$ cat src/hw/rtl/eul2rot_pkg.sv
// Shared constants and the fixed-point product for the Euler angle to rotation matrix block.
`timescale 1ns / 1ps

package eul2rot_pkg;

    localparam int unsigned ANGLE_WIDTH_DEF = 16;
    localparam int unsigned ENTRY_WIDTH_DEF = 16;

    localparam int unsigned Q_FRAC  = 30;
    localparam int unsigned TRIG_W  = 32;
    localparam int unsigned Z_W     = 34;
    localparam int unsigned U_W     = 31;
    localparam int unsigned X2_W    = 32;
    localparam int unsigned P_W     = 33;
    localparam int unsigned ACC_W   = 33;
    localparam int unsigned ML_W    = 18;
    localparam int unsigned MH_W    = 17;
    localparam int unsigned SUM_W   = 70;
    localparam int unsigned N_TERMS = 9;

    localparam int unsigned SINCOS_LAT = 3 * N_TERMS + 3;
    localparam int unsigned TOP_LAT    = SINCOS_LAT + 4;

    localparam logic signed [Z_W-1:0]   Q30_PI      = 34'sd3373259426;
    localparam logic signed [Z_W-1:0]   Q30_HALF_PI = 34'sd1686629713;
    localparam logic signed [ACC_W-1:0] ACC_ONE     = 33'sd1073741824;
    localparam logic [U_W-1:0]          U_ONE       = 31'd1073741824;

    function automatic logic signed [TRIG_W-1:0] qmul(
        input logic signed [TRIG_W-1:0] a,
        input logic signed [TRIG_W-1:0] b
    );
        logic signed [TRIG_W-1:0] na;
        logic signed [TRIG_W-1:0] nb;
        logic [U_W-1:0] ma;
        logic [U_W-1:0] mb;
        logic [2*U_W-1:0] p;
        logic signed [TRIG_W-1:0] pm;
        na = -a;
        nb = -b;
        ma = a[TRIG_W-1] ? na[U_W-1:0] : a[U_W-1:0];
        mb = b[TRIG_W-1] ? nb[U_W-1:0] : b[U_W-1:0];
        p  = ma * mb;
        pm = {1'b0, p[Q_FRAC +: U_W]};
        return (a[TRIG_W-1] ^ b[TRIG_W-1]) ? -pm : pm;
    endfunction

endpackage

$ cat src/hw/rtl/eul2rot_sincos.sv
// Pipelined sine and cosine of one angle by folded nine-term power series.
`timescale 1ns / 1ps

module eul2rot_sincos import eul2rot_pkg::*; #(
    parameter int unsigned ANGLE_WIDTH = ANGLE_WIDTH_DEF
) (
    input  logic                     i_clk,
    input  logic                     i_en,
    input  logic signed [ANGLE_WIDTH-1:0] i_angle,
    output logic signed [TRIG_W-1:0] o_sin,
    output logic signed [TRIG_W-1:0] o_cos
);

    localparam int unsigned SHIFT = Q_FRAC + 3 - ANGLE_WIDTH;

    logic signed [Z_W-1:0] w_z;
    logic signed [Z_W-1:0] w_zf;
    logic signed [Z_W-1:0] w_zn;
    logic                  w_flip;
    logic [Z_W-1:0]        w_zmag;

    always_comb begin
        w_z    = Z_W'(i_angle) <<< SHIFT;
        w_zf   = w_z;
        w_flip = 1'b0;
        if (w_z > Q30_HALF_PI) begin
            w_zf   = w_z - Q30_PI;
            w_flip = 1'b1;
        end else if (w_z < -Q30_HALF_PI) begin
            w_zf   = w_z + Q30_PI;
            w_flip = 1'b1;
        end
        w_zn   = -w_zf;
        w_zmag = w_zf[Z_W-1] ? w_zn : w_zf;
    end

    // Bit 0 negates the sine, bit 1 negates the cosine.
    logic [U_W-1:0]    r0_u;
    logic [1:0]        r0_sg;
    logic [U_W-1:0]    r1_u;
    logic [X2_W-1:0]   r1_x2;
    logic [1:0]        r1_sg;
    logic [2*U_W-1:0]  w_sq;

    assign w_sq = r0_u * r0_u;

    always_ff @(posedge i_clk) begin
        if (i_en) begin
            r0_u  <= w_zmag[U_W-1:0];
            r0_sg <= {w_flip, w_zf[Z_W-1] ^ w_flip};
            r1_u  <= r0_u;
            r1_x2 <= w_sq[Q_FRAC +: X2_W];
            r1_sg <= r0_sg;
        end
    end

    logic [U_W-1:0]          w_qs   [1:N_TERMS];
    logic [U_W-1:0]          w_qc   [1:N_TERMS];
    logic signed [ACC_W-1:0] w_accs [1:N_TERMS];
    logic signed [ACC_W-1:0] w_accc [1:N_TERMS];
    logic [X2_W-1:0]         w_x2   [1:N_TERMS];
    logic [1:0]              w_sg   [1:N_TERMS];

    for (genvar k = 1; k <= N_TERMS; k++) begin : g_term
        localparam int unsigned DS = (2 * k) * (2 * k + 1);
        localparam int unsigned DC = (2 * k - 1) * (2 * k);
        localparam int unsigned SS = P_W + $clog2(DS);
        localparam int unsigned SC = P_W + $clog2(DC);
        localparam logic [63:0] MS = ((64'd1 << SS) / DS) + 64'd1;
        localparam logic [63:0] MC = ((64'd1 << SC) / DC) + 64'd1;
        localparam logic [ML_W-1:0] MSL = MS[ML_W-1:0];
        localparam logic [MH_W-1:0] MSH = MS[ML_W +: MH_W];
        localparam logic [ML_W-1:0] MCL = MC[ML_W-1:0];
        localparam logic [MH_W-1:0] MCH = MC[ML_W +: MH_W];

        logic [U_W-1:0]          w_ts;
        logic [U_W-1:0]          w_tc;
        logic signed [ACC_W-1:0] w_as;
        logic signed [ACC_W-1:0] w_ac;
        logic [X2_W-1:0]         w_xi;
        logic [1:0]              w_si;
        logic [U_W+X2_W-1:0]     w_ms;
        logic [U_W+X2_W-1:0]     w_mc;
        logic [SUM_W-1:0]        w_sums;
        logic [SUM_W-1:0]        w_sumc;

        logic [P_W-1:0]          r_pas;
        logic [P_W-1:0]          r_pac;
        logic signed [ACC_W-1:0] r_acs_a;
        logic signed [ACC_W-1:0] r_acc_a;
        logic [X2_W-1:0]         r_x2_a;
        logic [1:0]              r_sg_a;
        logic [P_W+ML_W-1:0]     r_pls;
        logic [P_W+MH_W-1:0]     r_phs;
        logic [P_W+ML_W-1:0]     r_plc;
        logic [P_W+MH_W-1:0]     r_phc;
        logic signed [ACC_W-1:0] r_acs_b;
        logic signed [ACC_W-1:0] r_acc_b;
        logic [X2_W-1:0]         r_x2_b;
        logic [1:0]              r_sg_b;
        logic [U_W-1:0]          r_qs;
        logic [U_W-1:0]          r_qc;
        logic signed [ACC_W-1:0] r_acs_c;
        logic signed [ACC_W-1:0] r_acc_c;
        logic [X2_W-1:0]         r_x2_c;
        logic [1:0]              r_sg_c;

        if (k == 1) begin : g_first
            assign w_ts = r1_u;
            assign w_as = {2'b00, r1_u};
            assign w_tc = U_ONE;
            assign w_ac = ACC_ONE;
            assign w_xi = r1_x2;
            assign w_si = r1_sg;
        end else begin : g_next
            assign w_ts = w_qs[k-1];
            assign w_tc = w_qc[k-1];
            assign w_as = ((k - 1) % 2 == 1) ? w_accs[k-1] - {2'b00, w_qs[k-1]}
                                             : w_accs[k-1] + {2'b00, w_qs[k-1]};
            assign w_ac = ((k - 1) % 2 == 1) ? w_accc[k-1] - {2'b00, w_qc[k-1]}
                                             : w_accc[k-1] + {2'b00, w_qc[k-1]};
            assign w_xi = w_x2[k-1];
            assign w_si = w_sg[k-1];
        end

        assign w_ms   = w_ts * w_xi;
        assign w_mc   = w_tc * w_xi;
        assign w_sums = SUM_W'(r_pls) + (SUM_W'(r_phs) << ML_W);
        assign w_sumc = SUM_W'(r_plc) + (SUM_W'(r_phc) << ML_W);

        always_ff @(posedge i_clk) begin
            if (i_en) begin
                r_pas   <= w_ms[Q_FRAC +: P_W];
                r_pac   <= w_mc[Q_FRAC +: P_W];
                r_acs_a <= w_as;
                r_acc_a <= w_ac;
                r_x2_a  <= w_xi;
                r_sg_a  <= w_si;
                r_pls   <= r_pas * MSL;
                r_phs   <= r_pas * MSH;
                r_plc   <= r_pac * MCL;
                r_phc   <= r_pac * MCH;
                r_acs_b <= r_acs_a;
                r_acc_b <= r_acc_a;
                r_x2_b  <= r_x2_a;
                r_sg_b  <= r_sg_a;
                r_qs    <= w_sums[SS +: U_W];
                r_qc    <= w_sumc[SC +: U_W];
                r_acs_c <= r_acs_b;
                r_acc_c <= r_acc_b;
                r_x2_c  <= r_x2_b;
                r_sg_c  <= r_sg_b;
            end
        end

        assign w_qs[k]   = r_qs;
        assign w_qc[k]   = r_qc;
        assign w_accs[k] = r_acs_c;
        assign w_accc[k] = r_acc_c;
        assign w_x2[k]   = r_x2_c;
        assign w_sg[k]   = r_sg_c;
    end

    logic signed [ACC_W-1:0] w_fs;
    logic signed [ACC_W-1:0] w_fc;
    logic signed [ACC_W-1:0] w_ss;
    logic signed [ACC_W-1:0] w_cc;
    logic signed [ACC_W-1:0] w_sk;
    logic signed [ACC_W-1:0] w_ck;

    always_comb begin
        w_fs = w_accs[N_TERMS] - {2'b00, w_qs[N_TERMS]};
        w_fc = w_accc[N_TERMS] - {2'b00, w_qc[N_TERMS]};
        w_ss = w_sg[N_TERMS][0] ? -w_fs : w_fs;
        w_cc = w_sg[N_TERMS][1] ? -w_fc : w_fc;
        w_sk = w_ss;
        if (w_ss > ACC_ONE) begin
            w_sk = ACC_ONE;
        end else if (w_ss < -ACC_ONE) begin
            w_sk = -ACC_ONE;
        end
        w_ck = w_cc;
        if (w_cc > ACC_ONE) begin
            w_ck = ACC_ONE;
        end else if (w_cc < -ACC_ONE) begin
            w_ck = -ACC_ONE;
        end
    end

    always_ff @(posedge i_clk) begin
        if (i_en) begin
            o_sin <= w_sk[TRIG_W-1:0];
            o_cos <= w_ck[TRIG_W-1:0];
        end
    end

endmodule

$ cat src/hw/rtl/xyz_euler_to_rotation_matrix_top.sv
// Top level: XYZ Euler angles in, the nine rotation matrix entries out.
`timescale 1ns / 1ps

// Takes one request of roll, pitch and yaw (signed, ANGLE_WIDTH-3 fraction bits) per clock
// and returns the nine entries of the XYZ rotation matrix (signed, ENTRY_WIDTH-2 fraction
// bits, saturated to plus or minus one). Sine and cosine come from a
// nine-term power series after folding the angle by pi, each term taking three stages
// (square product, reciprocal product, quotient), followed by four stages of products,
// sums and rounding. The whole pipeline holds while a result waits at the output, so the
// sustained rate is one request per cycle when the output side takes every cycle.
module xyz_euler_to_rotation_matrix_top import eul2rot_pkg::*; #(
    parameter int unsigned ANGLE_WIDTH = ANGLE_WIDTH_DEF,
    parameter int unsigned ENTRY_WIDTH = ENTRY_WIDTH_DEF
) (
    input  logic i_clk,
    input  logic i_rst_n,
    input  logic i_s_tvalid,
    output logic o_s_tready,
    // roll_angle, pitch_angle, yaw_angle
    input  logic [((3*ANGLE_WIDTH+7)/8)*8-1:0] i_s_tdata,
    output logic o_m_tvalid,
    input  logic i_m_tready,
    // m00, m01, m02, m10, m11, m12, m20, m21, m22
    output logic [((9*ENTRY_WIDTH+7)/8)*8-1:0] o_m_tdata
);

    localparam int unsigned OUT_W = ((9 * ENTRY_WIDTH + 7) / 8) * 8;
    localparam int unsigned SH    = Q_FRAC + 2 - ENTRY_WIDTH;
    localparam logic [ACC_W:0] LIM = (ACC_W + 1)'(1) << (ENTRY_WIDTH - 2);
    localparam logic signed [ENTRY_WIDTH-1:0] ENT_LIM = ENTRY_WIDTH'(1) << (ENTRY_WIDTH - 2);

    logic                 w_en;
    logic [TOP_LAT-1:0]   r_vld;

    assign w_en       = !r_vld[TOP_LAT-1] || i_m_tready;
    assign o_s_tready = w_en;
    assign o_m_tvalid = r_vld[TOP_LAT-1];

    always_ff @(posedge i_clk) begin
        if (!i_rst_n) begin
            r_vld <= '0;
        end else if (w_en) begin
            r_vld <= {r_vld[TOP_LAT-2:0], i_s_tvalid};
        end
    end

    logic signed [TRIG_W-1:0] w_sr, w_cr, w_sp, w_cp, w_sy, w_cy;

    eul2rot_sincos #(.ANGLE_WIDTH(ANGLE_WIDTH)) u_roll (
        .i_clk  (i_clk),
        .i_en   (w_en),
        .i_angle(i_s_tdata[ANGLE_WIDTH-1:0]),
        .o_sin  (w_sr),
        .o_cos  (w_cr)
    );

    eul2rot_sincos #(.ANGLE_WIDTH(ANGLE_WIDTH)) u_pitch (
        .i_clk  (i_clk),
        .i_en   (w_en),
        .i_angle(i_s_tdata[2*ANGLE_WIDTH-1:ANGLE_WIDTH]),
        .o_sin  (w_sp),
        .o_cos  (w_cp)
    );

    eul2rot_sincos #(.ANGLE_WIDTH(ANGLE_WIDTH)) u_yaw (
        .i_clk  (i_clk),
        .i_en   (w_en),
        .i_angle(i_s_tdata[3*ANGLE_WIDTH-1:2*ANGLE_WIDTH]),
        .o_sin  (w_sy),
        .o_cos  (w_cy)
    );

    logic signed [TRIG_W-1:0] r1_sr, r1_cr, r1_sp, r1_cp, r1_sy, r1_cy;
    logic signed [TRIG_W-1:0] r1_cysp, r1_spsy;
    logic signed [TRIG_W-1:0] r2_p [0:11];
    logic signed [TRIG_W-1:0] r2_sp;
    logic signed [ACC_W-1:0]  r3_e [0:8];
    logic signed [ENTRY_WIDTH-1:0] r4_m [0:8];

    always_ff @(posedge i_clk) begin
        if (w_en) begin
            r1_sr   <= w_sr;
            r1_cr   <= w_cr;
            r1_sp   <= w_sp;
            r1_cp   <= w_cp;
            r1_sy   <= w_sy;
            r1_cy   <= w_cy;
            r1_cysp <= qmul(w_cy, w_sp);
            r1_spsy <= qmul(w_sp, w_sy);

            r2_p[0]  <= qmul(r1_cp, r1_cy);
            r2_p[1]  <= qmul(r1_cp, r1_sy);
            r2_p[2]  <= qmul(r1_cr, r1_sy);
            r2_p[3]  <= qmul(r1_sr, r1_cysp);
            r2_p[4]  <= qmul(r1_cr, r1_cy);
            r2_p[5]  <= qmul(r1_sr, r1_spsy);
            r2_p[6]  <= qmul(r1_cp, r1_sr);
            r2_p[7]  <= qmul(r1_sr, r1_sy);
            r2_p[8]  <= qmul(r1_cr, r1_cysp);
            r2_p[9]  <= qmul(r1_cr, r1_spsy);
            r2_p[10] <= qmul(r1_cy, r1_sr);
            r2_p[11] <= qmul(r1_cr, r1_cp);
            r2_sp    <= r1_sp;

            r3_e[0] <= ACC_W'(r2_p[0]);
            r3_e[1] <= -ACC_W'(r2_p[1]);
            r3_e[2] <= ACC_W'(r2_sp);
            r3_e[3] <= ACC_W'(r2_p[2]) + ACC_W'(r2_p[3]);
            r3_e[4] <= ACC_W'(r2_p[4]) - ACC_W'(r2_p[5]);
            r3_e[5] <= -ACC_W'(r2_p[6]);
            r3_e[6] <= ACC_W'(r2_p[7]) - ACC_W'(r2_p[8]);
            r3_e[7] <= ACC_W'(r2_p[9]) + ACC_W'(r2_p[10]);
            r3_e[8] <= ACC_W'(r2_p[11]);
        end
    end

    logic [8:0] w_ok;

    for (genvar j = 0; j < 9; j++) begin : g_entry
        logic signed [ACC_W-1:0] w_ne;
        logic [ACC_W-1:0]        w_mag;
        logic [ACC_W:0]          w_rnd;
        logic [ACC_W:0]          w_sat;
        logic [ENTRY_WIDTH-1:0]  w_pos;
        logic [ENTRY_WIDTH-1:0]  w_neg;

        assign w_ne  = -r3_e[j];
        assign w_mag = r3_e[j][ACC_W-1] ? w_ne : r3_e[j];

        if (SH > 0) begin : g_round
            assign w_rnd = ({1'b0, w_mag} + ((ACC_W + 1)'(1) << (SH - 1))) >> SH;
        end else begin : g_exact
            assign w_rnd = {1'b0, w_mag};
        end

        assign w_sat = (w_rnd > LIM) ? LIM : w_rnd;
        assign w_pos = w_sat[ENTRY_WIDTH-1:0];
        assign w_neg = -w_pos;

        always_ff @(posedge i_clk) begin
            if (w_en) begin
                r4_m[j] <= r3_e[j][ACC_W-1] ? w_neg : w_pos;
            end
        end

        assign o_m_tdata[j*ENTRY_WIDTH +: ENTRY_WIDTH] = r4_m[j];
        assign w_ok[j] = (r4_m[j] <= ENT_LIM) && (r4_m[j] >= -ENT_LIM);
    end

    if (OUT_W > 9 * ENTRY_WIDTH) begin : g_pad
        assign o_m_tdata[OUT_W-1:9*ENTRY_WIDTH] = '0;
    end

    a_range : assert property (@(posedge i_clk) disable iff (!i_rst_n)
        o_m_tvalid |-> (w_ok == 9'h1ff))
        else $error("matrix entry beyond plus or minus one");

    a_enter : assert property (@(posedge i_clk) disable iff (!i_rst_n)
        (i_s_tvalid && o_s_tready) |=> r_vld[0])
        else $error("accepted request not tracked in the pipeline");

    a_hold : assert property (@(posedge i_clk) disable iff (!i_rst_n)
        !w_en |=> $stable(r_vld))
        else $error("pipeline moved during a stall");

    a_reset : assert property (@(posedge i_clk)
        !i_rst_n |=> !o_m_tvalid)
        else $error("result valid right after reset");

endmodule
$ cat config.mk
export PLATFORM = sky130hd
export DESIGN_NAME = xyz_euler_to_rotation_matrix_top
export DESIGN_NICKNAME = d
export VERILOG_FILES = /design/src/hw/rtl/eul2rot_pkg.sv /design/src/hw/rtl/eul2rot_sincos.sv /design/src/hw/rtl/xyz_euler_to_rotation_matrix_top.sv
export SDC_FILE = /design/constraint.sdc
export NUM_CORES = 1
export LEC_CHECK = 0
export BUFFER_PORTS_ARGS = -buffer_cell sky130_fd_sc_hd__clkbuf_2
export CAP_MARGIN = 5
export CORE_MARGIN = 4
export CORE_UTILIZATION = 30
export CTS_BUF_LIST = sky130_fd_sc_hd__clkbuf_16
export DETAILED_ROUTE_END_ITERATION = 12
export PLACE_DENSITY = 0.76
export SLEW_MARGIN = 5
export SYNTH_ARGS = -nofsm -noshare
export SYNTH_HDL_FRONTEND = slang
export SYNTH_SLANG_ARGS = --single-unit
$ cat constraint.sdc
create_clock -name i_clk -period 1.7 [get_ports i_clk]
set_clock_uncertainty 0.1 [all_clocks]
set_input_delay 0.34 -clock i_clk [delete_from_list [all_inputs] [get_ports i_clk]]
set_output_delay 0.34 -clock i_clk [all_outputs]
set_load 0.01 [all_outputs]
==> metrics, run 1 <==
data required time at the worst endpoint roughly 1.3 ns; WHS 0.199 ns; maximum operating frequency 0.663 GHz; number of max-slew violations in the final report 0; Clock Path Buffers 2; flop and latch count out of synthesis 34; launch point of the worst path r_vld[33]$_SDFFE_PN0P_; placeable core area between 0.007 and 0.008 sq mm; number of buffers and inverters on the critical path 2; synthesized cell area between 0.002 and 0.0025 sq mm; standby leakage power 1.04 nW; CTS clk-pin slew, worst paths roughly 0.05 ns; CP delay by family, top flip-flops; clock tree from TritonCTS done; layout cell share with drive strength beyond 1 0.0642; setup TNS 0 ns; class of the worst hold path primary input to register; min-delay src i_s_tvalid; count of cells along the worst hold path 3; fraction of registers with async set/reset 0; worst setup path category register to primary output; worst-path cell chain nor2b_2, inv_4, clkbuf_2; fraction of the cycle the final worst path needs 0.887; DRC Markers 0; count of standard-cell rows 31; logic depth of the worst register-to-register path 3; cell at the slowest stage of the critical path sky130_fd_sc_hd__dfxtp_1; wire length of the first global-routing pass ~3.7 mm; Starting DRT DRC Count 8; final hold viol count 0; net switching component of the power roughly 0.00045 W; count of max-cap constraint violations 0; proportion of power drawn by the clock network 0.452; Synth Instances 258; Largest Register r_vld; hold buffer count at cts 0; total wirelength of the detailed-routed design approximately 2.8 mm; number of distinct library cells after synthesis 10; die area between 0.009 and 0.01 sq mm; height of the die about 96 um; first-pass detailed-route iteration total 4; number of nets still failing antenna checks after routing 0; fill cell instance count of the final layout slightly below 800; Via-to-Cell Ratio slightly above 3; mean post-synth cell area ~9.0 sq um; number of diodes 0; stage delay of the slowest cell on the critical path around 0.32 ns; list of most frequent post-synthesis cells 144 x sky130_fd_sc_hd__buf_4, 34 x sky130_fd_sc_hd__dfxtp_1, 34 x sky130_fd_sc_hd__nand2_1, 33 x sky130_fd_sc_hd__mux2i_1; pre-CTS worst setup slack around 0.31 ns; CP max FO 4; clock root buffer master sky130_fd_sc_hd__clkbuf_16; count of endpoints failing setup in the final report 0; pin count of the biggest net entering global routing 19; flop2flop setup slack between 0.4 and 0.5 ns; switching share of power 0.252; number of placed I/O pins 198; number of I/O port buffers 5; Yosys top cell area share 0.467; number of buffers added by the clock tree synthesis step 5; Setup Fix Bufs, Post-CTS 0; DP Wirelength 2.32 mm; sequential power share 0.451; run status finished, final reports clean; RSZ-0062 raised after global routing no; initial standard-cell utilization of the core 0.314; min setup slack post-route 0.191 ns; Die X between 90 and 100 um; worst reg2reg startpoint r_vld[33]$_SDFFE_PN0P_; CTS H-tree lvls 2; most frequently used flop master after synthesis sky130_fd_sc_hd__dfxtp_1; part of the power in combinational logic 0.097; Crit. End Element primary output; number of antenna violations at the first check in global routing 0; IR Drop Worst-Case VDD ~0.84 mV; CP Data Arrival Time about 1.1 ns; Global Route Usage Sum 0.0533; Via Count about 1100; number of cells on the critical path 3; Post-synth EDFFs 0; final critical-path required period approximately 1.5 ns; startpoint class of the critical path register; last weighted congestion value of the routability-driven placer around 0.72; top area cells in the synthesized netlist sky130_fd_sc_hd__buf_4 47%, sky130_fd_sc_hd__dfxtp_1 29%, sky130_fd_sc_hd__mux2i_1 14%; Clock Sinks 34; area occupied by multi-input gates approximately 0.0010 sq mm; leading registers by flop count r_vld (34); Final Total Pwr roughly 0.0018 W; Power per Cell Area slightly below 900 mW/mm^2; number of gates resized after cts 0; sequential area share after synthesis 0.294; cell internal power dissipation 0.00133 W; routed len/inst 7.80 um; synth warn 0; insertion delay to the later sink of the worst-skew pair about 0.27 ns; net count of the finished layout 317; number of global-route vias before repair 846; post-synthesis to final-layout area growth -12.2%; number of flip-flops under the largest register name 34; most frequent cell after synthesis sky130_fd_sc_hd__buf_4; storage element area a little under 700 sq um; global-route congestion overflow total 0; dominant cell type by area after synthesis sky130_fd_sc_hd__buf_4
==> stage by stage <==
step                instance area (sq um)   util  cells
finish                               2030  0.276    364
global route                         2030  0.276    364
CTS                                  2030  0.276    364
detailed placement                   1900  0.258    357
global placement                     1900  0.258    357
floorplan                            2850      -    400
==> worst min-delay path: stages <==
cell,delay (ns)
sky130_fd_sc_hd__clkbuf_2,0.08
sky130_fd_sc_hd__nand2_1,0.05
sky130_fd_sc_hd__mux2i_1,0.06
==> area by class of cell <==
type                    count  share of cell area
repair buffers             10              0.0369
multi-input cells         213               0.499
inverters                   1             0.00308
well taps                  99              0.0609
clock buffers               5              0.0615
flip-flops and latches     34               0.335
clock inverters             2             0.00369
==> power groups by stage <==
stage                     logic [W]  registers (W)  clock network [W]
after detailed placement   0.000162       0.000819                  0
final                      0.000173       0.000804           0.000806
after CTS                  0.000162       0.000803           0.000839
after floorplan            0.000399       0.000819                  0
after global placement     0.000161       0.000819                  0
after global routing       0.000200       0.000802           0.000869
==> worst paths after layout <==
path | to
max | o_s_tready
min | r_vld[0]$_SDFFE_PN0P_
max reg2reg | r_vld[23]$_SDFFE_PN0P_
min reg2reg | r_vld[14]$_SDFFE_PN0P_
==> per-layer routing <==
metal	vias to the layer above	GRT usage	routed length, um
li1	529	-	-
met1	498	0.0524	847
met2	89	0.0909	1470
met3	5	0.0250	467
met4	0	0.0320	54
met5	-	0	0
==> placed cells by master (no fill, tap or decap) <==
cell type,synthesis,final
sky130_fd_sc_hd__conb_1,2,144
sky130_fd_sc_hd__nand2_1,34,34
sky130_fd_sc_hd__dfxtp_1,34,34
sky130_fd_sc_hd__mux2i_1,33,33
sky130_fd_sc_hd__clkbuf_16,0,5
sky130_fd_sc_hd__clkbuf_2,0,5
sky130_fd_sc_hd__buf_4,144,4
sky130_fd_sc_hd__inv_1,0,2
sky130_fd_sc_hd__nor2b_2,1,1
sky130_fd_sc_hd__inv_4,1,1
sky130_fd_sc_hd__o21a_1,1,1
sky130_fd_sc_hd__buf_12,0,1
==> cell families after synthesis <==
logic type / Yosys count / synth area share
buffers and inverters: 153 / 0.498
other: 2 / 0.00324
and+or+nand+nor: 35 / 0.0589
DFF: 34 / 0.294
muxes: 33 / 0.143
AOI/OAI and AO/OA: 1 / 0.00324
Power figures use the tool's default switching activity.
==> inputs of run 2 (changes only) <==
Settings changed: CELL_PAD_IN_SITES_DETAIL_PLACEMENT set to 1, CELL_PAD_IN_SITES_GLOBAL_PLACEMENT set to 2, CORE_UTILIZATION 30 to 21, HOLD_SLACK_MARGIN set to 0.05, PLACE_DENSITY 0.76 to not set, PLACE_DENSITY_LB_ADDON set to 0.1.
==> run 2 against run 1 <==
Die area is 39% higher. Non-clock buffer count is 1 lower. Global-route usage is 0.81 points lower. Largest cell class unchanged. Highest routed layer unchanged. Critical endpoint unchanged. Design area is 2.4% higher. Critical path type unchanged. Flip-flop and latch count stayed put. Power is 2.5% higher.
==> metrics, run 2 (same netlist as run 1, synthesis figures left out) <==
wire length of the first global-routing pass 4.61 mm; commonest non-fill, non-tap cells in the layout 144 x sky130_fd_sc_hd__conb_1, 34 x sky130_fd_sc_hd__nand2_1, 34 x sky130_fd_sc_hd__dfxtp_1; Clock Sinks 34; Power per Cell Area 877 mW/mm^2; Crit. End Element primary output; count of endpoints failing setup in the final report 0; clock root buffer master sky130_fd_sc_hd__clkbuf_16; fill cell instance count of the final layout approximately 1300; insertion delay to the later sink of the worst-skew pair ~0.27 ns; met1 WL about 1.2 mm; post-synthesis to final-layout area growth -10.1%; final core area utilization 0.193; Starting DRT DRC Count 27; Setup Fix Bufs, Post-CTS 0; count of max-cap constraint violations 0; Final Total Pwr about 0.0018 W; leading registers by flop count r_vld (34); height of the die ~110 um; number of flip-flops under the largest register name 34; CP max FO 3; most common library cell in the layout ignoring fill and taps sky130_fd_sc_hd__conb_1; clock tree from TritonCTS done; number of I/O port buffers 5; worst reg2reg startpoint r_vld[33]$_SDFFE_PN0P_; IR Drop Worst-Case VDD 0.299 mV; placeable core area roughly 0.011 sq mm; number of max-slew violations in the final report 0; Via Count 1144; initial standard-cell utilization of the core 0.214; DRC Markers 0; terminus of the critical flop-to-flop path r_vld[6]$_SDFFE_PN0P_; run status finished, final reports clean; CTS H-tree lvls 2; DP Area 0.00194 sq mm; Final Non-Filler Cells about 410; startpoint class of the critical path register; Via-to-Cell Ratio ~2.8; routed len/inst 8.21 um; setup TNS 0 ns; number of gates resized after cts 0; logic depth of the worst register-to-register path 3; number of placed I/O pins between 150 and 200; layout cell share with drive strength beyond 1 0.0642; highest metal layer with signal wires met4; worst setup path category register to primary output; DP Wirelength roughly 2.5 mm; global-route congestion overflow total 0; final critical-path required period 1.44 ns; pin count of the biggest net entering global routing 36; number of buffers added by the clock tree synthesis step 5; Die X 113 um; CTS clk-pin slew, worst paths about 0.05 ns; class of the worst hold path primary input to register; hold buffer count at cts 0; maximum operating frequency roughly 0.70 GHz; RSZ-0062 raised after global routing no; total wirelength of the detailed-routed design approximately 3.3 mm; last weighted congestion value of the routability-driven placer 0.593; standby leakage power between 1 and 1.5 nW; die area roughly 0.013 sq mm; data required time at the worst endpoint between 1 and 1.5 ns; number of nets still failing antenna checks after routing 0; final hold viol count 0; cell count after placement 397; count of standard-cell rows 38; finished layout cell area about 0.0021 sq mm; routed length on met2 1.62 mm; flop2flop setup slack 0.44 ns; end point of the most critical hold path r_vld[0]$_SDFFE_PN0P_; number of diodes 0; Clock Path Buffers 2; area occupied by multi-input gates 0.00101 sq mm; Largest Register r_vld; met3 wire length about 400 um; CP Data Arrival Time 1.00 ns; number of antenna violations at the first check in global routing 0; storage element area 681 sq um; min-delay src i_s_tvalid; fraction of the cycle the final worst path needs 0.846; number of global-route vias before repair 972; first-pass detailed-route iteration total 2; Global Route Usage Sum 0.0452; net count of the finished layout 316; count of cells along the worst hold path 3
## run 2: area by class of cell
class | count | area share
multi-input combinational | 213 | 0.487
clock inverter | 3 | 0.00601
tap | 140 | 0.0841
sequential | 34 | 0.327
clock buffer | 5 | 0.0601
timing repair buffer | 9 | 0.0325
inverter | 1 | 0.00300
## run 2: layer usage
metal / track usage / up-vias
met2: 0.0735 / 83
met3: 0.0160 / 5
met4: 0.0264 / 0
met1: 0.0509 / 524
met5: 0 / -
li1: - / 532
## run 2: worst max-delay path by stage
stage                     cells after the start              startpoint                endpoint  slack [ns]
after global routing                          3  r_vld[33]$_SDFFE_PN0P_              o_s_tready        0.18
after CTS                                     3  r_vld[33]$_SDFFE_PN0P_              o_s_tready        0.22
after floorplan                               4  r_vld[33]$_SDFFE_PN0P_              o_s_tready        0.44
after detailed placement                      4              i_m_tready   r_vld[6]$_SDFFE_PN0P_        0.35
final                                         3  r_vld[33]$_SDFFE_PN0P_              o_s_tready        0.26
after global placement                        4              i_m_tready  r_vld[10]$_SDFFE_PN0P_        0.34
## run 2: worst max-delay path, cell delays in order, from the launching register on
cell	delay [ns]
sky130_fd_sc_hd__dfxtp_1	0.32
sky130_fd_sc_hd__nor2b_2	0.24
sky130_fd_sc_hd__inv_4	0.04
sky130_fd_sc_hd__clkbuf_2	0.12
## run 2: per-stage QoR
stage | hold WS [ns] | worst slack (ns)
floorplan | 0.338 | 0.436
global placement | 0.359 | 0.343
detailed placement | 0.366 | 0.353
CTS | 0.197 | 0.224
global route | 0.207 | 0.181
finish | 0.202 | 0.263
## run 2: power by group
group | leakage [nW] | internal [W] | switching (W)
clock network | 0.0724 | 0.000529 | 0.000321
logic | 0.691 | 0.00000925 | 0.000166
registers | 0.274 | 0.000801 | 0.000000798
==> inputs of run 3 (changes only) <==
Settings changed: CORE_UTILIZATION 21 to 19.
Clock period 1.7 ns to 1.4 ns, I/O delays scaled along.
==> run 3 against run 2 <==
Wire length is 1.6% higher. Combinational power is 22% higher. Worst hold slack worse by 0.059 ns. Global-route usage is 0.20 points lower. Largest cell class unchanged.
==> metrics, run 3 (same netlist as run 1, synthesis figures left out) <==
run status finished, final reports clean; Die X 118 um; CP max FO 2; most common library cell in the layout ignoring fill and taps sky130_fd_sc_hd__conb_1; clock root buffer master sky130_fd_sc_hd__clkbuf_16; DP Area 0.00199 sq mm; number of global-route vias before repair about 1000; Clock Path Buffers 2; global-route congestion overflow total 0; wire length of the first global-routing pass 4.84 mm; leading registers by flop count r_vld (34); CP Data Arrival Time roughly 0.95 ns; final critical-path required period around 1.3 ns; DRC Markers 0; pin count of the biggest net entering global routing 36; storage element area 681 sq um; class of the worst hold path primary input to register; count of max-cap constraint violations 0; count of endpoints failing setup in the final report 0; die area approximately 0.014 sq mm; number of antenna violations at the first check in global routing 0; layout cell share with drive strength beyond 1 0.0677; initial standard-cell utilization of the core 0.194; Via-to-Cell Ratio 2.73; Power per Cell Area around 1000 mW/mm^2; clock tree from TritonCTS done; setup TNS 0 ns; maximum operating frequency roughly 0.75 GHz; Global Route Usage Sum 0.0432; height of the die about 120 um; number of placed I/O pins roughly 200; fill cell instance count of the final layout approximately 1500; startpoint class of the critical path register; insertion delay to the later sink of the worst-skew pair roughly 0.27 ns; number of max-slew violations in the final report 0; switching share of power 0.271; net switching component of the power ~0.00060 W; sequential power share 0.436; hold buffer count at cts 0; min-delay src i_s_tvalid; number of diodes 0; number of nets still failing antenna checks after routing 0; finished layout cell area ~0.0021 sq mm; proportion of power drawn by the clock network 0.468; data required time at the worst endpoint approximately 1 ns; area occupied by multi-input gates ~0.0010 sq mm; terminus of the critical flop-to-flop path r_vld[21]$_SDFFE_PN0P_; commonest non-fill, non-tap cells in the layout 144 x sky130_fd_sc_hd__conb_1, 34 x sky130_fd_sc_hd__nand2_1, 34 x sky130_fd_sc_hd__dfxtp_1; RSZ-0062 raised after global routing no; count of standard-cell rows 40; count of cells along the worst hold path 3; CTS clk-pin slew, worst paths around 0.050 ns; cell internal power dissipation about 0.0016 W; number of buffers added by the clock tree synthesis step 5; Via Count about 1100; fraction of the cycle the final worst path needs 0.951; CTS H-tree lvls 2; flop2flop setup slack ~0.17 ns; final core area utilization 0.178; Largest Register r_vld; number of flip-flops under the largest register name 34; final hold viol count 0; standby leakage power roughly 1.1 nW; Starting DRT DRC Count 39; Clock Sinks 34; worst setup path category register to primary output; Crit. End Element primary output; worst reg2reg startpoint r_vld[33]$_SDFFE_PN0P_; part of the power in combinational logic 0.096; net count of the finished layout roughly 320; placeable core area around 0.012 sq mm; first-pass detailed-route iteration total 2; total wirelength of the detailed-routed design around 3.4 mm; DP Wirelength about 2.4 mm; end point of the most critical hold path r_vld[0]$_SDFFE_PN0P_; IR Drop Worst-Case VDD between 0.3 and 0.4 mV; routed len/inst around 8.2 um; logic depth of the worst register-to-register path 4; last weighted congestion value of the routability-driven placer around 0.57; number of I/O port buffers 5; post-synthesis to final-layout area growth -8.05%
-- run 3: cell types whose count changed in the layout (fill, tap and decap cells not counted) --
cell	change
sky130_fd_sc_hd__nor2b_4	+1
sky130_fd_sc_hd__buf_4	-1
sky130_fd_sc_hd__nor2b_2	-1
sky130_fd_sc_hd__buf_12	+2
-- run 3: repair_timing --
| action | 4_1_cts | 5_1_grt |
|---|---|---|
| setup endpoints to repair | 1 | 0 |
| resized for setup | 1 | 0 |
| endpoints found under the hold margin | 0 | 0 |
| buffers inserted | 1 | 0 |
-- run 3: layout make-up --
| cell class | instances | area share |
|---|---|---|
| clock inverters | 3 | 0.00588 |
| flip-flops and latches | 34 | 0.320 |
| well taps | 147 | 0.0864 |
| repair buffers | 10 | 0.0470 |
| clock buffers | 5 | 0.0588 |
| inverters | 1 | 0.00294 |
| multi-input cells | 213 | 0.479 |
-- run 3: power groups by stage --
stage	Sequential [W]	Clock [W]	Combinational, W
5_1_grt	0.000973	0.00114	0.000239
4_1_cts	0.000973	0.00109	0.000202
3_3_place_gp	0.000994	0	0.000201
3_5_place_dp	0.000994	0	0.000201
2_1_floorplan	0.000994	0	0.000485
6_report	0.000974	0.00104	0.000214
-- run 3: layer usage --
metal  vias up  GRT usage  routed length, um
met2        86     0.0700               1540
met5         -          0                  0
met1       505     0.0494               1400
met3         6     0.0139                369
met4         0     0.0261                 69
li1        530          -                  -
-- run 3: how the worst max path moves through the flow --
stage                            from                endpoint  slack (ns)  cells past startpoint
2_1_floorplan  r_vld[33]$_SDFFE_PN0P_              o_s_tready        0.20                      4
4_1_cts        r_vld[33]$_SDFFE_PN0P_              o_s_tready        0.05                      3
6_report       r_vld[33]$_SDFFE_PN0P_              o_s_tready        0.07                      3
3_3_place_gp               i_m_tready  r_vld[26]$_SDFFE_PN0P_        0.16                      5
5_1_grt        r_vld[33]$_SDFFE_PN0P_              o_s_tready        0.02                      3
3_5_place_dp               i_m_tready  r_vld[21]$_SDFFE_PN0P_        0.17                      5
-- run 3: worst max-delay path, cell delays in order, from the launching register on --
cell and delay (ns):
sky130_fd_sc_hd__dfxtp_1 0.32, sky130_fd_sc_hd__nor2b_4 0.18, sky130_fd_sc_hd__inv_4 0.05, sky130_fd_sc_hd__clkbuf_2 0.12
-- run 3: through the flow --
step / setup WS [ns] / std cells / hold WS [ns] / power (W)
floorplan: 0.196 / 400 / 0.322 / 0.00148
global placement: 0.156 / 405 / 0.356 / 0.00120
detailed placement: 0.173 / 405 / 0.356 / 0.00120
CTS: 0.0478 / 413 / 0.143 / 0.00227
global route: 0.0183 / 413 / 0.169 / 0.00235
finish: 0.0685 / 413 / 0.144 / 0.00223
